===== config.mk =====
export PLATFORM = sky130hd
export DESIGN_NAME = circular_deque_core_flat
export DESIGN_NICKNAME = d
export VERILOG_FILES = /design/src/cdq_pkg.sv /design/src/cdq_if.sv /design/src/circular_deque_core.sv /design/src/cdq_ctrl.sv /design/src/cdq_datapath.sv /design/src/flat_wrapper.sv
export SDC_FILE = /design/constraint.sdc
export NUM_CORES = 1
export LEC_CHECK = 0
export ABC_AREA = 1
export BUFFER_PORTS_ARGS = -buffer_cell sky130_fd_sc_hd__buf_4
export CELL_PAD_IN_SITES_DETAIL_PLACEMENT = 0
export CELL_PAD_IN_SITES_GLOBAL_PLACEMENT = 1
export CORE_ASPECT_RATIO = 0.6
export CORE_UTILIZATION = 40
export CTS_CLUSTER_DIAMETER = 80
export CTS_CLUSTER_SIZE = 20
export DETAILED_ROUTE_END_ITERATION = 8
export PLACE_DENSITY_LB_ADDON = 0.1
export SYNTH_ARGS = -nofsm -noshare
export SYNTH_HDL_FRONTEND = slang
export SYNTH_SLANG_ARGS = --single-unit

===== constraint.sdc =====
create_clock -name clk -period 4.35 [get_ports clk]
set_clock_uncertainty 0.1 [all_clocks]
set_input_delay 0.87 -clock clk [delete_from_list [all_inputs] [get_ports clk]]
set_output_delay 0.87 -clock clk [all_outputs]
set_load 0.005 [all_outputs]

===== src/cdq_pkg.sv =====
// cdq_pkg: shared types and constants for the circular deque core
// operation and status codes, controller states and command struct
// no dependencies
package cdq_pkg;

  localparam int DEPTH_DEFAULT = 16;
  localparam int VALUE_W       = 32;
  localparam int KIND_W        = 2;
  localparam int STATUS_W      = 2;
  localparam int OCC_W         = 5;

  typedef enum logic [KIND_W-1:0] {
    KIND_PUSH_LEFT  = 2'd0,
    KIND_PUSH_RIGHT = 2'd1,
    KIND_POP_LEFT   = 2'd2,
    KIND_POP_RIGHT  = 2'd3
  } kind_t;

  typedef enum logic [STATUS_W-1:0] {
    ST_DONE      = 2'd0,
    ST_OVERFLOW  = 2'd1,
    ST_UNDERFLOW = 2'd2
  } status_t;

  typedef enum logic [1:0] {
    S_IDLE,
    S_EXEC,
    S_EMIT
  } state_t;

  // controller to datapath commands
  typedef struct packed {
    logic take;  // capture the incoming beat
    logic exec;  // run the operation on pointers and store
    logic emit;  // load the result register
  } cdq_cmd_t;

endpackage


===== src/cdq_if.sv =====
// cdq request and response channel interfaces
// valid/ready handshake with the deque payload fields
// depends on cdq_pkg for field widths
interface cdq_req_if;
  logic                                 valid;
  logic                                 ready;
  logic [cdq_pkg::KIND_W-1:0]           kind;
  logic signed [cdq_pkg::VALUE_W-1:0]   push_value;

  modport source (output valid, output kind, output push_value, input ready);
  modport sink   (input valid, input kind, input push_value, output ready);
endinterface

interface cdq_rsp_if;
  logic                                 valid;
  logic                                 ready;
  logic [cdq_pkg::STATUS_W-1:0]         status;
  logic signed [cdq_pkg::VALUE_W-1:0]   popped_value;
  logic [cdq_pkg::OCC_W-1:0]            occupancy;

  modport source (output valid, output status, output popped_value, output occupancy,
                  input ready);
  modport sink   (input valid, input status, input popped_value, input occupancy,
                  output ready);
endinterface


===== src/circular_deque_core.sv =====
// circular_deque_core: top level of the double-ended queue
// joins cdq_ctrl and cdq_datapath to the request and response channels
// depends on cdq_pkg, cdq_if, cdq_ctrl, cdq_datapath
//
// A double-ended queue of DEPTH signed 32-bit words kept in a ring with a
// left and a right end pointer. Each request beat carries one operation
// (push left, push right, pop left, pop right) and yields exactly one
// response beat with status, popped value and the occupancy after the
// operation. A push to a full deque reports overflow, a pop from an empty
// deque reports underflow; neither changes the contents. The request beat is
// captured at acceptance, the operation executes on the next edge with a
// registered ring store read, and the result register is then loaded once
// it is free or its beat drains; that load offers the response beat.
// The next request is accepted as soon as the previous result is loaded,
// while that result waits to be taken; a stalled response holds the block
// in its result-load step.
// No clearing pass is needed after reset.
module circular_deque_core #(
  parameter int DEPTH = cdq_pkg::DEPTH_DEFAULT
) (
  input logic clk,
  input logic rst,
  cdq_req_if.sink   req,
  cdq_rsp_if.source rsp
);
  import cdq_pkg::*;

  cdq_cmd_t cmd;

  // sequencing
  cdq_ctrl u_ctrl (
    .clk       (clk),
    .rst       (rst),
    .req_valid (req.valid),
    .req_ready (req.ready),
    .rsp_valid (rsp.valid),
    .rsp_ready (rsp.ready),
    .cmd       (cmd)
  );

  // storage and pointer arithmetic
  cdq_datapath #(
    .DEPTH (DEPTH)
  ) u_datapath (
    .clk          (clk),
    .rst          (rst),
    .cmd          (cmd),
    .kind         (req.kind),
    .push_value   (req.push_value),
    .status       (rsp.status),
    .popped_value (rsp.popped_value),
    .occupancy    (rsp.occupancy)
  );

`ifndef SYNTH
  // only one command step at a time
  a_cmd_onehot: assert property (@(posedge clk) disable iff (rst)
    $onehot0({cmd.take, cmd.exec, cmd.emit}))
    else $error("more than one command step active");

  // an accepted beat blocks the next one for the following cycle
  a_one_in_flight: assert property (@(posedge clk) disable iff (rst)
    (req.valid && req.ready) |=> !req.ready)
    else $error("request accepted while an operation is in flight");

  // failed operations return zero
  a_fail_zero: assert property (@(posedge clk) disable iff (rst)
    (rsp.valid && (rsp.status == ST_OVERFLOW || rsp.status == ST_UNDERFLOW))
      |-> (rsp.popped_value == '0))
    else $error("failed operation returned a nonzero value");

  // underflow only happens on an empty deque, which stays empty
  a_underflow_empty: assert property (@(posedge clk) disable iff (rst)
    (rsp.valid && rsp.status == ST_UNDERFLOW) |-> (rsp.occupancy == '0))
    else $error("underflow reported with elements held");
`endif

endmodule


===== src/cdq_ctrl.sv =====
// cdq_ctrl: sequencing state machine of the deque core
// drives request ready, response valid and datapath commands
// depends on cdq_pkg
module cdq_ctrl (
  input  logic              clk,
  input  logic              rst,
  input  logic              req_valid,
  output logic              req_ready,
  output logic              rsp_valid,
  input  logic              rsp_ready,
  output cdq_pkg::cdq_cmd_t cmd
);
  import cdq_pkg::*;

  state_t state, state_next;

  // state register
  always_ff @(posedge clk) begin
    if (rst) begin
      state <= S_IDLE;
    end else begin
      state <= state_next;
    end
  end

  // next state and commands
  always_comb begin
    state_next = state;
    req_ready  = 1'b0;
    cmd        = '0;
    unique case (state)
      S_IDLE: begin
        req_ready = 1'b1;
        if (req_valid) begin
          cmd.take   = 1'b1;
          state_next = S_EXEC;
        end
      end
      S_EXEC: begin
        cmd.exec   = 1'b1;
        state_next = S_EMIT;
      end
      S_EMIT: begin
        // wait until the result register is free or drains this cycle
        if (!rsp_valid || rsp_ready) begin
          cmd.emit   = 1'b1;
          state_next = S_IDLE;
        end
      end
      default: begin
        state_next = S_IDLE;
      end
    endcase
  end

  // response valid flag
  always_ff @(posedge clk) begin
    if (rst) begin
      rsp_valid <= 1'b0;
    end else if (cmd.emit) begin
      rsp_valid <= 1'b1;
    end else if (rsp_ready) begin
      rsp_valid <= 1'b0;
    end
  end

endmodule


===== src/cdq_datapath.sv =====
// cdq_datapath: ring store, end pointers, element count and result register
// acts on commands from cdq_ctrl
// depends on cdq_pkg
module cdq_datapath #(
  parameter int DEPTH = cdq_pkg::DEPTH_DEFAULT
) (
  input  logic                                clk,
  input  logic                                rst,
  input  cdq_pkg::cdq_cmd_t                   cmd,
  input  logic [cdq_pkg::KIND_W-1:0]          kind,
  input  logic signed [cdq_pkg::VALUE_W-1:0]  push_value,
  output logic [cdq_pkg::STATUS_W-1:0]        status,
  output logic signed [cdq_pkg::VALUE_W-1:0]  popped_value,
  output logic [cdq_pkg::OCC_W-1:0]           occupancy
);
  import cdq_pkg::*;

  localparam int PTR_W = $clog2(DEPTH);
  localparam int CNT_W = $clog2(DEPTH + 1);
  localparam logic [PTR_W-1:0] PTR_LAST = PTR_W'(DEPTH - 1);
  localparam logic [CNT_W-1:0] CNT_FULL = CNT_W'(DEPTH);
  localparam logic [CNT_W-1:0] CNT_ONE  = CNT_W'(1);

  // captured operation
  kind_t               op_kind;
  logic [VALUE_W-1:0]  op_value;

  // deque state
  logic [PTR_W-1:0]    left_ptr, right_ptr;
  logic [CNT_W-1:0]    count;
  logic [VALUE_W-1:0]  ring [DEPTH];
  logic [VALUE_W-1:0]  rd_data;
  status_t             res_status;
  logic                pop_ok;

  logic [PTR_W-1:0]    left_up, left_dn, right_up, right_dn;
  logic [PTR_W-1:0]    wr_addr, rd_addr;
  logic                is_push, empty, full, wr_en;
  logic [CNT_W+OCC_W-1:0] count_wide;

  // capture the request beat
  always_ff @(posedge clk) begin
    if (cmd.take) begin
      op_kind  <= kind_t'(kind);
      op_value <= push_value;
    end
  end

  // neighbor slots with wrap
  assign left_up  = (left_ptr  == PTR_LAST) ? '0 : left_ptr + 1'b1;
  assign left_dn  = (left_ptr  == '0) ? PTR_LAST : left_ptr - 1'b1;
  assign right_up = (right_ptr == PTR_LAST) ? '0 : right_ptr + 1'b1;
  assign right_dn = (right_ptr == '0) ? PTR_LAST : right_ptr - 1'b1;

  assign is_push = (op_kind == KIND_PUSH_LEFT) || (op_kind == KIND_PUSH_RIGHT);
  assign empty   = (count == '0);
  assign full    = (count == CNT_FULL);
  assign wr_en   = cmd.exec && is_push && !full;

  // store address for a push: first element lands on the left slot
  always_comb begin
    if (empty) begin
      wr_addr = left_ptr;
    end else if (op_kind == KIND_PUSH_LEFT) begin
      wr_addr = left_dn;
    end else begin
      wr_addr = right_up;
    end
  end

  assign rd_addr = (op_kind == KIND_POP_LEFT) ? left_ptr : right_ptr;

  // ring store write port
  always_ff @(posedge clk) begin
    if (wr_en) begin
      ring[wr_addr] <= op_value;
    end
  end

  // ring store read port, registered
  always_ff @(posedge clk) begin
    if (cmd.exec) begin
      rd_data <= ring[rd_addr];
    end
  end

  // pointer and count update
  always_ff @(posedge clk) begin
    if (rst) begin
      left_ptr  <= '0;
      right_ptr <= '0;
      count     <= '0;
    end else if (cmd.exec) begin
      if (is_push) begin
        if (!full) begin
          if (empty) begin
            right_ptr <= left_ptr;
          end else if (op_kind == KIND_PUSH_LEFT) begin
            left_ptr <= left_dn;
          end else begin
            right_ptr <= right_up;
          end
          count <= count + 1'b1;
        end
      end else if (!empty) begin
        // the last element leaves both pointers in place
        if (count != CNT_ONE) begin
          if (op_kind == KIND_POP_LEFT) begin
            left_ptr <= left_up;
          end else begin
            right_ptr <= right_dn;
          end
        end
        count <= count - 1'b1;
      end
    end
  end

  // outcome of the operation
  always_ff @(posedge clk) begin
    if (cmd.exec) begin
      pop_ok <= !is_push && !empty;
      if (is_push && full) begin
        res_status <= ST_OVERFLOW;
      end else if (!is_push && empty) begin
        res_status <= ST_UNDERFLOW;
      end else begin
        res_status <= ST_DONE;
      end
    end
  end

  // occupancy reported modulo the field width
  assign count_wide = {{OCC_W{1'b0}}, count};

  // result register
  always_ff @(posedge clk) begin
    if (cmd.emit) begin
      status       <= res_status;
      popped_value <= pop_ok ? rd_data : '0;
      occupancy    <= count_wide[OCC_W-1:0];
    end
  end

endmodule

===== src/flat_wrapper.sv =====
// flat-port wrapper written by rule: the top's interface ports become plain ports
module circular_deque_core_flat import cdq_pkg::*;
#(
  parameter int DEPTH = cdq_pkg::DEPTH_DEFAULT
)
  (clk, rst, req_valid, req_kind, req_push_value, req_ready, rsp_valid, rsp_status, rsp_popped_value, rsp_occupancy, rsp_ready);
  cdq_req_if req_i ();
  cdq_rsp_if rsp_i ();
  input logic clk;
  input logic rst;
  input wire logic [$bits(req_i.valid)-1:0] req_valid;
  input wire logic [$bits(req_i.kind)-1:0] req_kind;
  input wire logic [$bits(req_i.push_value)-1:0] req_push_value;
  output wire logic [$bits(req_i.ready)-1:0] req_ready;
  output wire logic [$bits(rsp_i.valid)-1:0] rsp_valid;
  output wire logic [$bits(rsp_i.status)-1:0] rsp_status;
  output wire logic [$bits(rsp_i.popped_value)-1:0] rsp_popped_value;
  output wire logic [$bits(rsp_i.occupancy)-1:0] rsp_occupancy;
  input wire logic [$bits(rsp_i.ready)-1:0] rsp_ready;
  assign req_i.valid = req_valid;
  assign req_i.kind = req_kind;
  assign req_i.push_value = req_push_value;
  assign req_ready = req_i.ready;
  assign rsp_valid = rsp_i.valid;
  assign rsp_status = rsp_i.status;
  assign rsp_popped_value = rsp_i.popped_value;
  assign rsp_occupancy = rsp_i.occupancy;
  assign rsp_i.ready = rsp_ready;
  circular_deque_core #(.DEPTH(DEPTH)) u_core (.clk(clk), .rst(rst), .req(req_i), .rsp(rsp_i));
endmodule

Word level (Yosys, flattened, before mapping)
Memories as Yosys holds them, arrays and structs flattened. A register that Yosys moved wholly into a read port is not among the register bits.
Cells that the tools add are included.
Widths: inputs -> output; s select.
- register bits after elaboration: 92
- logic and storage cells: 96
- bits in writable memories: 512
- memories kept: 1
- output and inout port bits: 41
- memory list (name ; words ; bits a word ; rd ports ; clocked after Yosys merged registers in ; wr ports ; line ; text):
    u_core.u_datapath.ring ; 16 ; 32 ; 1 ; 1 ; 1 ; cdq_datapath.sv:31 ; logic [VALUE_W-1:0] ring [DEPTH];
- mux-type cells: 38
- $add $sub $neg: 6
- equality and inequality tests: 16
- reductions and logical operators: 23
- operators with widths (operator ; count):
    $mux 4 ; 21
    $mux 5 ; 3
    $mux 1 ; 10
    $ne 2x2->1 const B ; 5
    $add 4x1->4 const B ; 2
    $eq 4x4->1 const B ; 2
    $logic_not 4->1 ; 2
    $sub 4x1->4 const B ; 2
    $reduce_and 7->1 ; 1
    $mux 2 ; 3
    $pmux 2 s3 ; 1
    $reduce_and 6->1 ; 1
    $reduce_bool 2->1 ; 3
    $add 5x1->5 const B ; 1
    $eq 5x5->1 const B ; 1
    $logic_and 1x1->1 ; 5
    $logic_not 5->1 ; 1
    $ne 5x1->1 const B ; 1
    $sub 5x1->5 const B ; 1
    $eq 2x1->1 const B ; 2
    $eq 2x2->1 const B ; 2
    $logic_not 1->1 ; 4
    $logic_not 2->1 ; 2
    $ne 2x1->1 const B ; 2
    4 further kinds ; 5

Longest topological paths before layout
Gate-level depths: netlist of the first run.
- word-level depth: 6
- depth in mapped cells: 12
- gate-level depth less buffers: 10

By module
Synthesis of the first run repeated with hierarchy kept, for this count alone.
- cells, all modules: 2571
- area, all modules: 27430.1 um^2
- modules (own cells, without submodules) (module ; instances ; area an instance (um^2) ; cells an instance ; sequential area each (um^2)):
    cdq_datapath ; 1 ; 27281.2 ; 2552 ; 18878.1
    cdq_ctrl ; 1 ; 148.9 ; 19 ; 60.1

Worst setup path before layout of the first run
Ideal clock, no wire load.
- path type: register to register
- start point: register u_core.u_ctrl.state[0]
- end point: memory u_core.u_datapath.ring[0][0] (enable)
- stages on the path, launching flop included: 7
- setup slack: -145 ps
- buffers on the path: 0
- data arrival time: 3974 ps
- setup time: 421 ps
- clock period less this slack: 4495 ps
- cell sequence: dfxtp_1 > inv_1 > nor2_1 > nand3_1 > nor2_1 > nand2_1 > nor2_1
- longest elaborated chain between the ends: 6
- RTL lines (element ; line ; text):
    start: declaration ; cdq_ctrl.sv:15 ; state_t state, state_next;
    start signal: assignment ; cdq_ctrl.sv:22 ; state <= state_next;
    $eq 2x1->1 ; cdq_ctrl.sv:31 ; unique case (state)
    $mux 1 ; cdq_ctrl.sv:31 ;
    $logic_and 1x1->1 (2 in a row) ; cdq_datapath.sv:58 ; assign wr_en = cmd.exec && is_push && !full;
    $mux 1 ; cdq_datapath.sv:75 ; if (wr_en) begin
    $mux 1 (implied by the code) ; cdq_datapath.sv:76 ; ring[wr_addr] <= op_value;
    end: declaration ; cdq_datapath.sv:31 ;
No other way between the ends.

Final worst setup path of the first run
- start point: register u_core.u_datapath.op_kind[1]
- end point: memory u_core.u_datapath.ring[13][9] (enable)
- longest elaborated chain between the ends: 6
- elaborated cells on any way between the ends: 9
- those cells by class: eq/ne: 1; mux: 4; reduce/logical: 4
- RTL lines (element ; line ; text):
    start: declaration ; cdq_datapath.sv:25 ; kind_t op_kind;
    start signal: assignment ; cdq_datapath.sv:44 ; op_kind <= kind_t'(kind);
    $eq 2x1->1 or $logic_not 2->1 (tied branches) ; cdq_datapath.sv:55, cdq_datapath.sv:64 ;
    $logic_or 1x1->1 ; cdq_datapath.sv:55 ; assign is_push = (op_kind == KIND_PUSH_LEFT) || (op_kind == KIND_PUSH_RIGHT);
    $logic_and 1x1->1 (2 in a row) ; cdq_datapath.sv:58 ;
    $mux 1 ; cdq_datapath.sv:75 ;
    $mux 1 (implied by the code) ; cdq_datapath.sv:76 ;
Parallel ways exist; a longest one is shown, timed or not.

==> flow_metrics.tcl, run 1 <==
set metrics [dict create \
    drive_above_1_share_pct 7.672 \
    synth_top_area_share_pct 67.65 \
    power.leakage_uw 0.01255 \
    dr.first_iter.drc_count 1447 \
    setup_viol 0 \
    numClockSinks 636 \
    die_w_microns 340.6 \
    cp_max_fo 18 \
    globalplace.congestion 0.7891 \
    fillers 6379 \
    syn_avg_cell_area_sq_um 10.71 \
    synthArstFlopShare_pct 0 \
    worstPathCellList "nor2_1 -> inv_1 -> nand2_1 -> o21ai_0 -> nand2_1 -> nand2_1 -> inv_1 -> nand3_1 -> nor2_4 -> buf_4" \
    cpMaxStageDelayCell "edfxtp_1" \
    wire_per_inst_microns 20.98 \
    worst-setup-path-type "reg -> reg" \
    mappedNetlistArea_sq_um 27520 \
    clockRootBuffer "clkbuf_16" \
    post_cts_buffers 0 \
    core_area_sq_um 68050 \
    yosysTopAreaCell "edfxtp_1" \
    crit_path_end_kind "flop" \
    ys_seq_elements 636 \
    timing.fmax_mhz 302.0 \
    ant_nets 0 \
    cts.clk_slew.worst_paths_ps 90 \
    track_usage_pct 21.45 \
    synth_area_leaders "edfxtp_1 (68%), nand3_1 (12%), inv_1 (7.8%), nand2_1 (6.6%), buf_2 (1.2%)" \
    synth_nets 2615 \
    fin_crit_sh_pct 76.11 \
    cp.arrival_ps 3480 \
    num_io_pins 79 \
    grt_pass1_vias 16620 \
    design_power_total_uw 11520 \
    p_clk_share_pct 31.5 \
    start_util_pct 40.44 \
    wl_microns 73820 \
    rows 74 \
    num_antenna_cells 0 \
    cts_buffers 37 \
    rsz0062_at_grt "no" \
    ys.flop_type "edfxtp_1" \
    cts_hold_buf 0 \
    max_slew_margin_pct 25.78 \
    tns_ps 0 \
    fin_nets 2648 \
    seq_area_frac_synth_pct 68.81 \
    worstSkewPairLatency_ps 600 \
    status "complete, no violations" \
    ir_worst_vdd_mv 0.2717 \
    ys_types 29 \
    antenna_found_initial 0 \
    place_hpwl_microns 38260 \
    worst_slew_pin_slew_ps 1113 \
    startpoint_type "flop" \
    cts_tree "done" \
    grt_pass1_wl_microns 111000 \
    overflow 0 \
    synth_edf_count 620 \
    cts_buffer_depth 3 \
    seqPwrFrac_pct 60.5 \
    syn_to_final_growth_pct 10.07 \
    hold_class "reg -> reg" \
    dr.pass1.iters 5 \
    die_y_microns 205.2 \
    grt_max_degree 140 \
    port_buffers 78 \
    finalCriticalPeriod_ps 3311 \
    path_common_cell "nand2_1" \
    syn_inst 2569 \
    synth-warning-count 0 \
    power_frac_comb_pct 8.0 \
    drc_errors 0 \
    vias 17400 \
    crit_required_ps 4520 \
    place_ws_ps 1039 \
    p_int_uw 8747 \
    viasPerCell 4.945 \
    swShare_pct 24.10 \
    maxCapViolCount 0 \
    design.die.area_sq_um 69890 \
    drv_slew 0 \
    worst_slack_ps 1039 \
    ctsHtreeMaxLevel 2 \
    cts-resized-gates 0 \
    yosysMostFrequentCell "nand3_1" \
    synth_common_cells "nand3_1 (639), edfxtp_1 (620), inv_1 (573)" \
    slowest_delay_ps 720 \
    power.density_nw_per_um2 380.4 \
    finalHoldViolCount 0 \
    power.switching_uw 2777 \
]
final timing paths:
path	from	endpoint	slack [ps]	depth (start not counted)
worst max-delay path	u_core.u_datapath.op_kind[1]$_DFFE_PP_	u_core.u_datapath.ring[13][9]$_DFFE_PP_	1040	10
worst max register to register	u_core.u_datapath.op_kind[1]$_DFFE_PP_	u_core.u_datapath.ring[13][9]$_DFFE_PP_	1040	10
worst min-delay path	u_core.u_datapath.res_status[1]$_SDFFCE_PP0N_	u_core.u_datapath.status[1]$_DFFE_PP_	330	0
worst min register to register	u_core.u_datapath.res_status[1]$_SDFFCE_PP0N_	u_core.u_datapath.status[1]$_DFFE_PP_	330	0
placed cells by master, fill, tap and decap left out, types with 4 or more instances in the layout:
master	synthesis	layout
xor2_1	7	7
a21oi_1	7	7
clkbuf_16	0	39
nor2_4	2	20
nor2_1	40	22
buf_4	22	103
edfxtp_1	620	620
inv_1	573	572
nand4_1	10	10
buf_12	0	20
ha_1	8	8
nand3_1	639	639
o21ai_4	0	4
nand2_1	481	481
o21ai_0	11	11
clkbuf_1	24	4
dfxtp_1	16	16
state kept, by name, summed over array words and instances (netlist names):
signal                          cells
u_core.u_datapath.ring            512
u_core.u_datapath.op_value         32
u_core.u_datapath.popped_value     32
u_core.u_datapath.rd_data          32
u_core.u_datapath.count             5
u_core.u_datapath.occupancy         5
u_core.u_datapath.left_ptr          4
u_core.u_datapath.right_ptr         4
u_core.u_ctrl.state                 2
u_core.u_datapath.op_kind           2
u_core.u_datapath.res_status        2
u_core.u_datapath.status            2
u_core.u_ctrl.rsp_valid             1
u_core.u_datapath.pop_ok            1
layout make-up:
cell class                 count  area [sq um]  area share, %
inverter                     575          2158          7.125
clock inverter                 1         16.27        0.05369
clock buffer                  43         991.0          3.271
tap                          912          1141          3.767
multi-input combinational   1229          5876          19.40
timing repair buffer         123          1174          3.874
sequential                   636         18940          62.51
through the flow:
| step | area [sq um] | cells | hold slack (ps) | util [%] |
|---|---|---|---|---|
| 3_5_place_dp | 29290 | 3475 | 308.9 | 43.04 |
| 3_3_place_gp | 29290 | 3475 | 309.4 | 43.04 |
| 5_1_grt | 30290 | 3519 | 309.6 | 44.52 |
| 4_1_cts | 30290 | 3519 | 296.8 | 44.52 |
| 2_1_floorplan | 27530 | 2569 | 300.3 | - |
| 6_report | 30290 | 3519 | 329.1 | 44.52 |
cells by family after synthesis:
| family | count (synthesis) | share of synthesized area, % |
|---|---|---|
| AOI/OAI and AO/OA | 26 | 0.5637 |
| xor gates and xnor gates | 9 | 0.2864 |
| adders and majority gates | 8 | 0.3637 |
| buffers and inverters | 704 | 10.57 |
| DFF | 636 | 68.81 |
| and+or+nand+nor | 1186 | 19.40 |
per-layer routing:
| metal | vias to the layer above | GRT usage (%) | part of all wire [%] |
|---|---|---|---|
| met5 | - | 0 | 0 |
| met4 | 0 | 4.100 | 1.4 |
| met3 | 59 | 2.892 | 4.7 |
| met2 | 365 | 32.26 | 43 |
| met1 | 8548 | 33.12 | 51 |
| li1 | 8430 | - | - |
critical path: cells and delay by family (launching register included):
family,cells,cell delay [ps]
AND/OR/NAND/NOR,6,1450
buffers and inverters,3,640
flip-flops,1,720
AO/OA/AOI/OAI,1,70
power groups by stage:
stage	logic [uW]	clock network (uW)	registers [uW]
2_1_floorplan	607	0	7050
3_3_place_gp	936	0	7120
3_5_place_dp	931	0	7120
4_1_cts	935	3730	6980
5_1_grt	1030	3910	6990
6_report	921	3630	6980
Note: power is estimated with default switching activity, not from simulation.
==> run 2, diff against run 1 <==
- ABC_AREA: 1 -> 0
- clock period: 4.35 -> 3 ns (I/O delays scaled with it)
==> flow_metrics.tcl, run 2 <==
set metrics [dict create \
    finish.utilization_pct 46.36 \
    worst-setup-path-type "reg -> reg" \
    port_buffers 78 \
    dr.first_iter.drc_count 1271 \
    power.density_nw_per_um2 566.7 \
    grt_pass1_wl_microns 102500 \
    wire_per_inst_microns 26.99 \
    design.die.area_sq_um 67080 \
    grt_max_degree 70 \
    dr.pass1.iters 5 \
    synth_top_area_share_pct 70.51 \
    worstPathCellList "buf_12 -> nand2b_4 -> buf_4 -> buf_12 -> nor2_1 -> nor3_1 -> a2111oi_2 -> a22o_1" \
    track_usage_pct 20.88 \
    cp_max_fo 69 \
    final_cell_mix "edfxtp_1 (620), mux2i_1 (228), buf_4 (145)" \
    cts.clk_slew.worst_paths_ps 90 \
    top_layer "met4" \
    start_util_pct 40.71 \
    rsz0062_at_grt "yes" \
    drv_slew 0 \
    globalplace.congestion 0.8256 \
    setup_viol 0 \
    seqPwrFrac_pct 59.5 \
    met2_wirelength_microns 29700 \
    numClockSinks 636 \
    synth_top_family_by_area "compound AO/OA/AOI/OAI gates" \
    tns_ps 0 \
    place_hpwl_microns 42980 \
    die_w_microns 333.7 \
    yosysMostFrequentCell "edfxtp_1" \
    cts_tree "done" \
    cts-resized-gates 0 \
    cts_buffers 38 \
    layout_commonest_cell "edfxtp_1" \
    cts_buffer_depth 3 \
    clockRootBuffer "clkbuf_16" \
    fin_crit_sh_pct 98.66 \
    power.leakage_uw 0.01066 \
    swShare_pct 23.05 \
    place_inst 2558 \
    maxCapViolCount 0 \
    power_frac_comb_pct 8.6 \
    crit_path_end_kind "flop" \
    crit_required_ps 3220 \
    regMostFlops "u_core.u_datapath.ring" \
    path_common_cell "buf_12" \
    cp.arrival_ps 3180 \
    synth_common_cells "edfxtp_1 (620), mux2i_1 (229), a211oi_1 (135)" \
    post_cts_buffers 0 \
    wl_microns 70410 \
    timing.fmax_mhz 337.9 \
    ys_seq_elements 636 \
    routed-wl-met3_microns 3719 \
    ir_worst_vdd_mv 0.4003 \
    fillers 5528 \
    syn_avg_cell_area_sq_um 16.15 \
    worstSkewPairLatency_ps 590 \
    max_slew_margin_pct 30.76 \
    vias 14720 \
    cpMaxStageDelayCell "nor3_1" \
    synth_area_leaders "edfxtp_1 (71%), mux2i_1 (8.7%), a211oi_1 (3.8%), o221ai_1 (2.1%), a2111oi_2 (1.8%)" \
    finalCriticalPeriod_ps 2960 \
    num_io_pins 79 \
    synth_xor_area_share_pct 0.2654 \
    startpoint_type "flop" \
    largest_register_ffs 512 \
    synth_compound_area_share_pct 10.69 \
    synth_mux_area_share_pct 8.724 \
    synth_fa_ha_area_share_pct 0.3791 \
    synth-simple-area-share_pct 4.412 \
    hold_class "in -> reg" \
    die_y_microns 201.0 \
    status "complete, no violations" \
    ctsHtreeMaxLevel 2 \
    grt_pass1_vias 14470 \
    instances_no_fill 2609 \
    p_int_uw 13110 \
    slowest_delay_ps 590 \
    cts_hold_buf 0 \
    worst_slew_pin_slew_ps 1035 \
    syn_inst 1635 \
    synth_edf_count 620 \
    drc_errors 0 \
    syn_to_final_growth_pct 13.88 \
    drive_above_1_share_pct 17.76 \
    mappedNetlistArea_sq_um 26400 \
    seq_area_frac_synth_pct 71.72 \
    ant_nets 0 \
    synth_nets 1681 \
    met1Wirelength_microns 35820 \
    ys.flop_type "edfxtp_1" \
    fin_nets 1794 \
    p_clk_share_pct 32.0 \
    ys_types 66 \
    overflow 0 \
    synthArstFlopShare_pct 0 \
    rows 72 \
    viasPerCell 5.640 \
    power.switching_uw 3928 \
    finalHoldViolCount 0 \
    antenna_found_initial 1 \
    core_area_sq_um 64860 \
    design_power_total_uw 17040 \
    synth-warning-count 0 \
    yosysTopAreaCell "edfxtp_1" \
]
-- run 2: worst paths after layout --
kind	to	from	slack (ps)	cells after the start
min reg2reg	u_core.u_datapath.status[1]$_DFFE_PP_	u_core.u_datapath.res_status[1]$_SDFFCE_PP0N_	330	0
max reg2reg	u_core.u_datapath.rd_data[16]$_DFFE_PN_	u_core.u_datapath.op_kind[1]$_DFFE_PP_	40	8
max	u_core.u_datapath.rd_data[16]$_DFFE_PN_	u_core.u_datapath.op_kind[1]$_DFFE_PP_	40	8
min	u_core.u_datapath.op_value[3]$_DFFE_PP_	req_push_value[3]	80	1
-- run 2: logic make-up after synthesis --
family | count (synthesis)
compound gates | 329
flops | 636
buf+inv | 193
mux | 230
simple gates | 231
xor+xnor | 8
fa+ha+maj | 8
-- run 2: final cells by class --
cell class	count	area, sq um	share of cell area (%)
sequential	636	18940	63.00
multi-input combinational	807	6695	22.27
timing repair buffer	189	1969	6.549
tap	851	1065	3.541
clock buffer	46	1055	3.508
inverter	76	285.3	0.9487
clock inverter	3	55.05	0.1831
antenna	1	2.502	0.008322
-- run 2: per-stage QoR --
step	hold slack, ps	area (sq um)	setup WS, ps
after floorplan	300.3	26530	-173.9
after detailed placement	309.8	28940	60.52
after global placement	323.1	28940	109.0
after CTS	40.98	30050	43.86
after global routing	47.19	30070	-14.60
final	76.94	30070	40.19
-- run 2: power by group through the flow --
stage / clock network [uW] / registers [uW] / logic [uW]
2_1_floorplan: 0 / 10200 / 940
3_3_place_gp: 0 / 10300 / 1460
3_5_place_dp: 0 / 10300 / 1460
4_1_cts: 5620 / 10100 / 1470
5_1_grt: 5880 / 10200 / 1570
6_report: 5450 / 10100 / 1460
-- run 2: critical path, delay by kind of cell (launching register included) --
family                 cells  cell delay (ps)
buffers and inverters      3              760
DFF                        1              480
AOI/OAI and AO/OA          2              470
and+or+nand+nor            3              790
-- run 2: routing by layer --
layer	GRT usage (%)	vias to the layer above
met5	0	-
met4	4.604	0
met3	3.246	72
met2	29.74	380
met1	33.24	7581
li1	-	6682
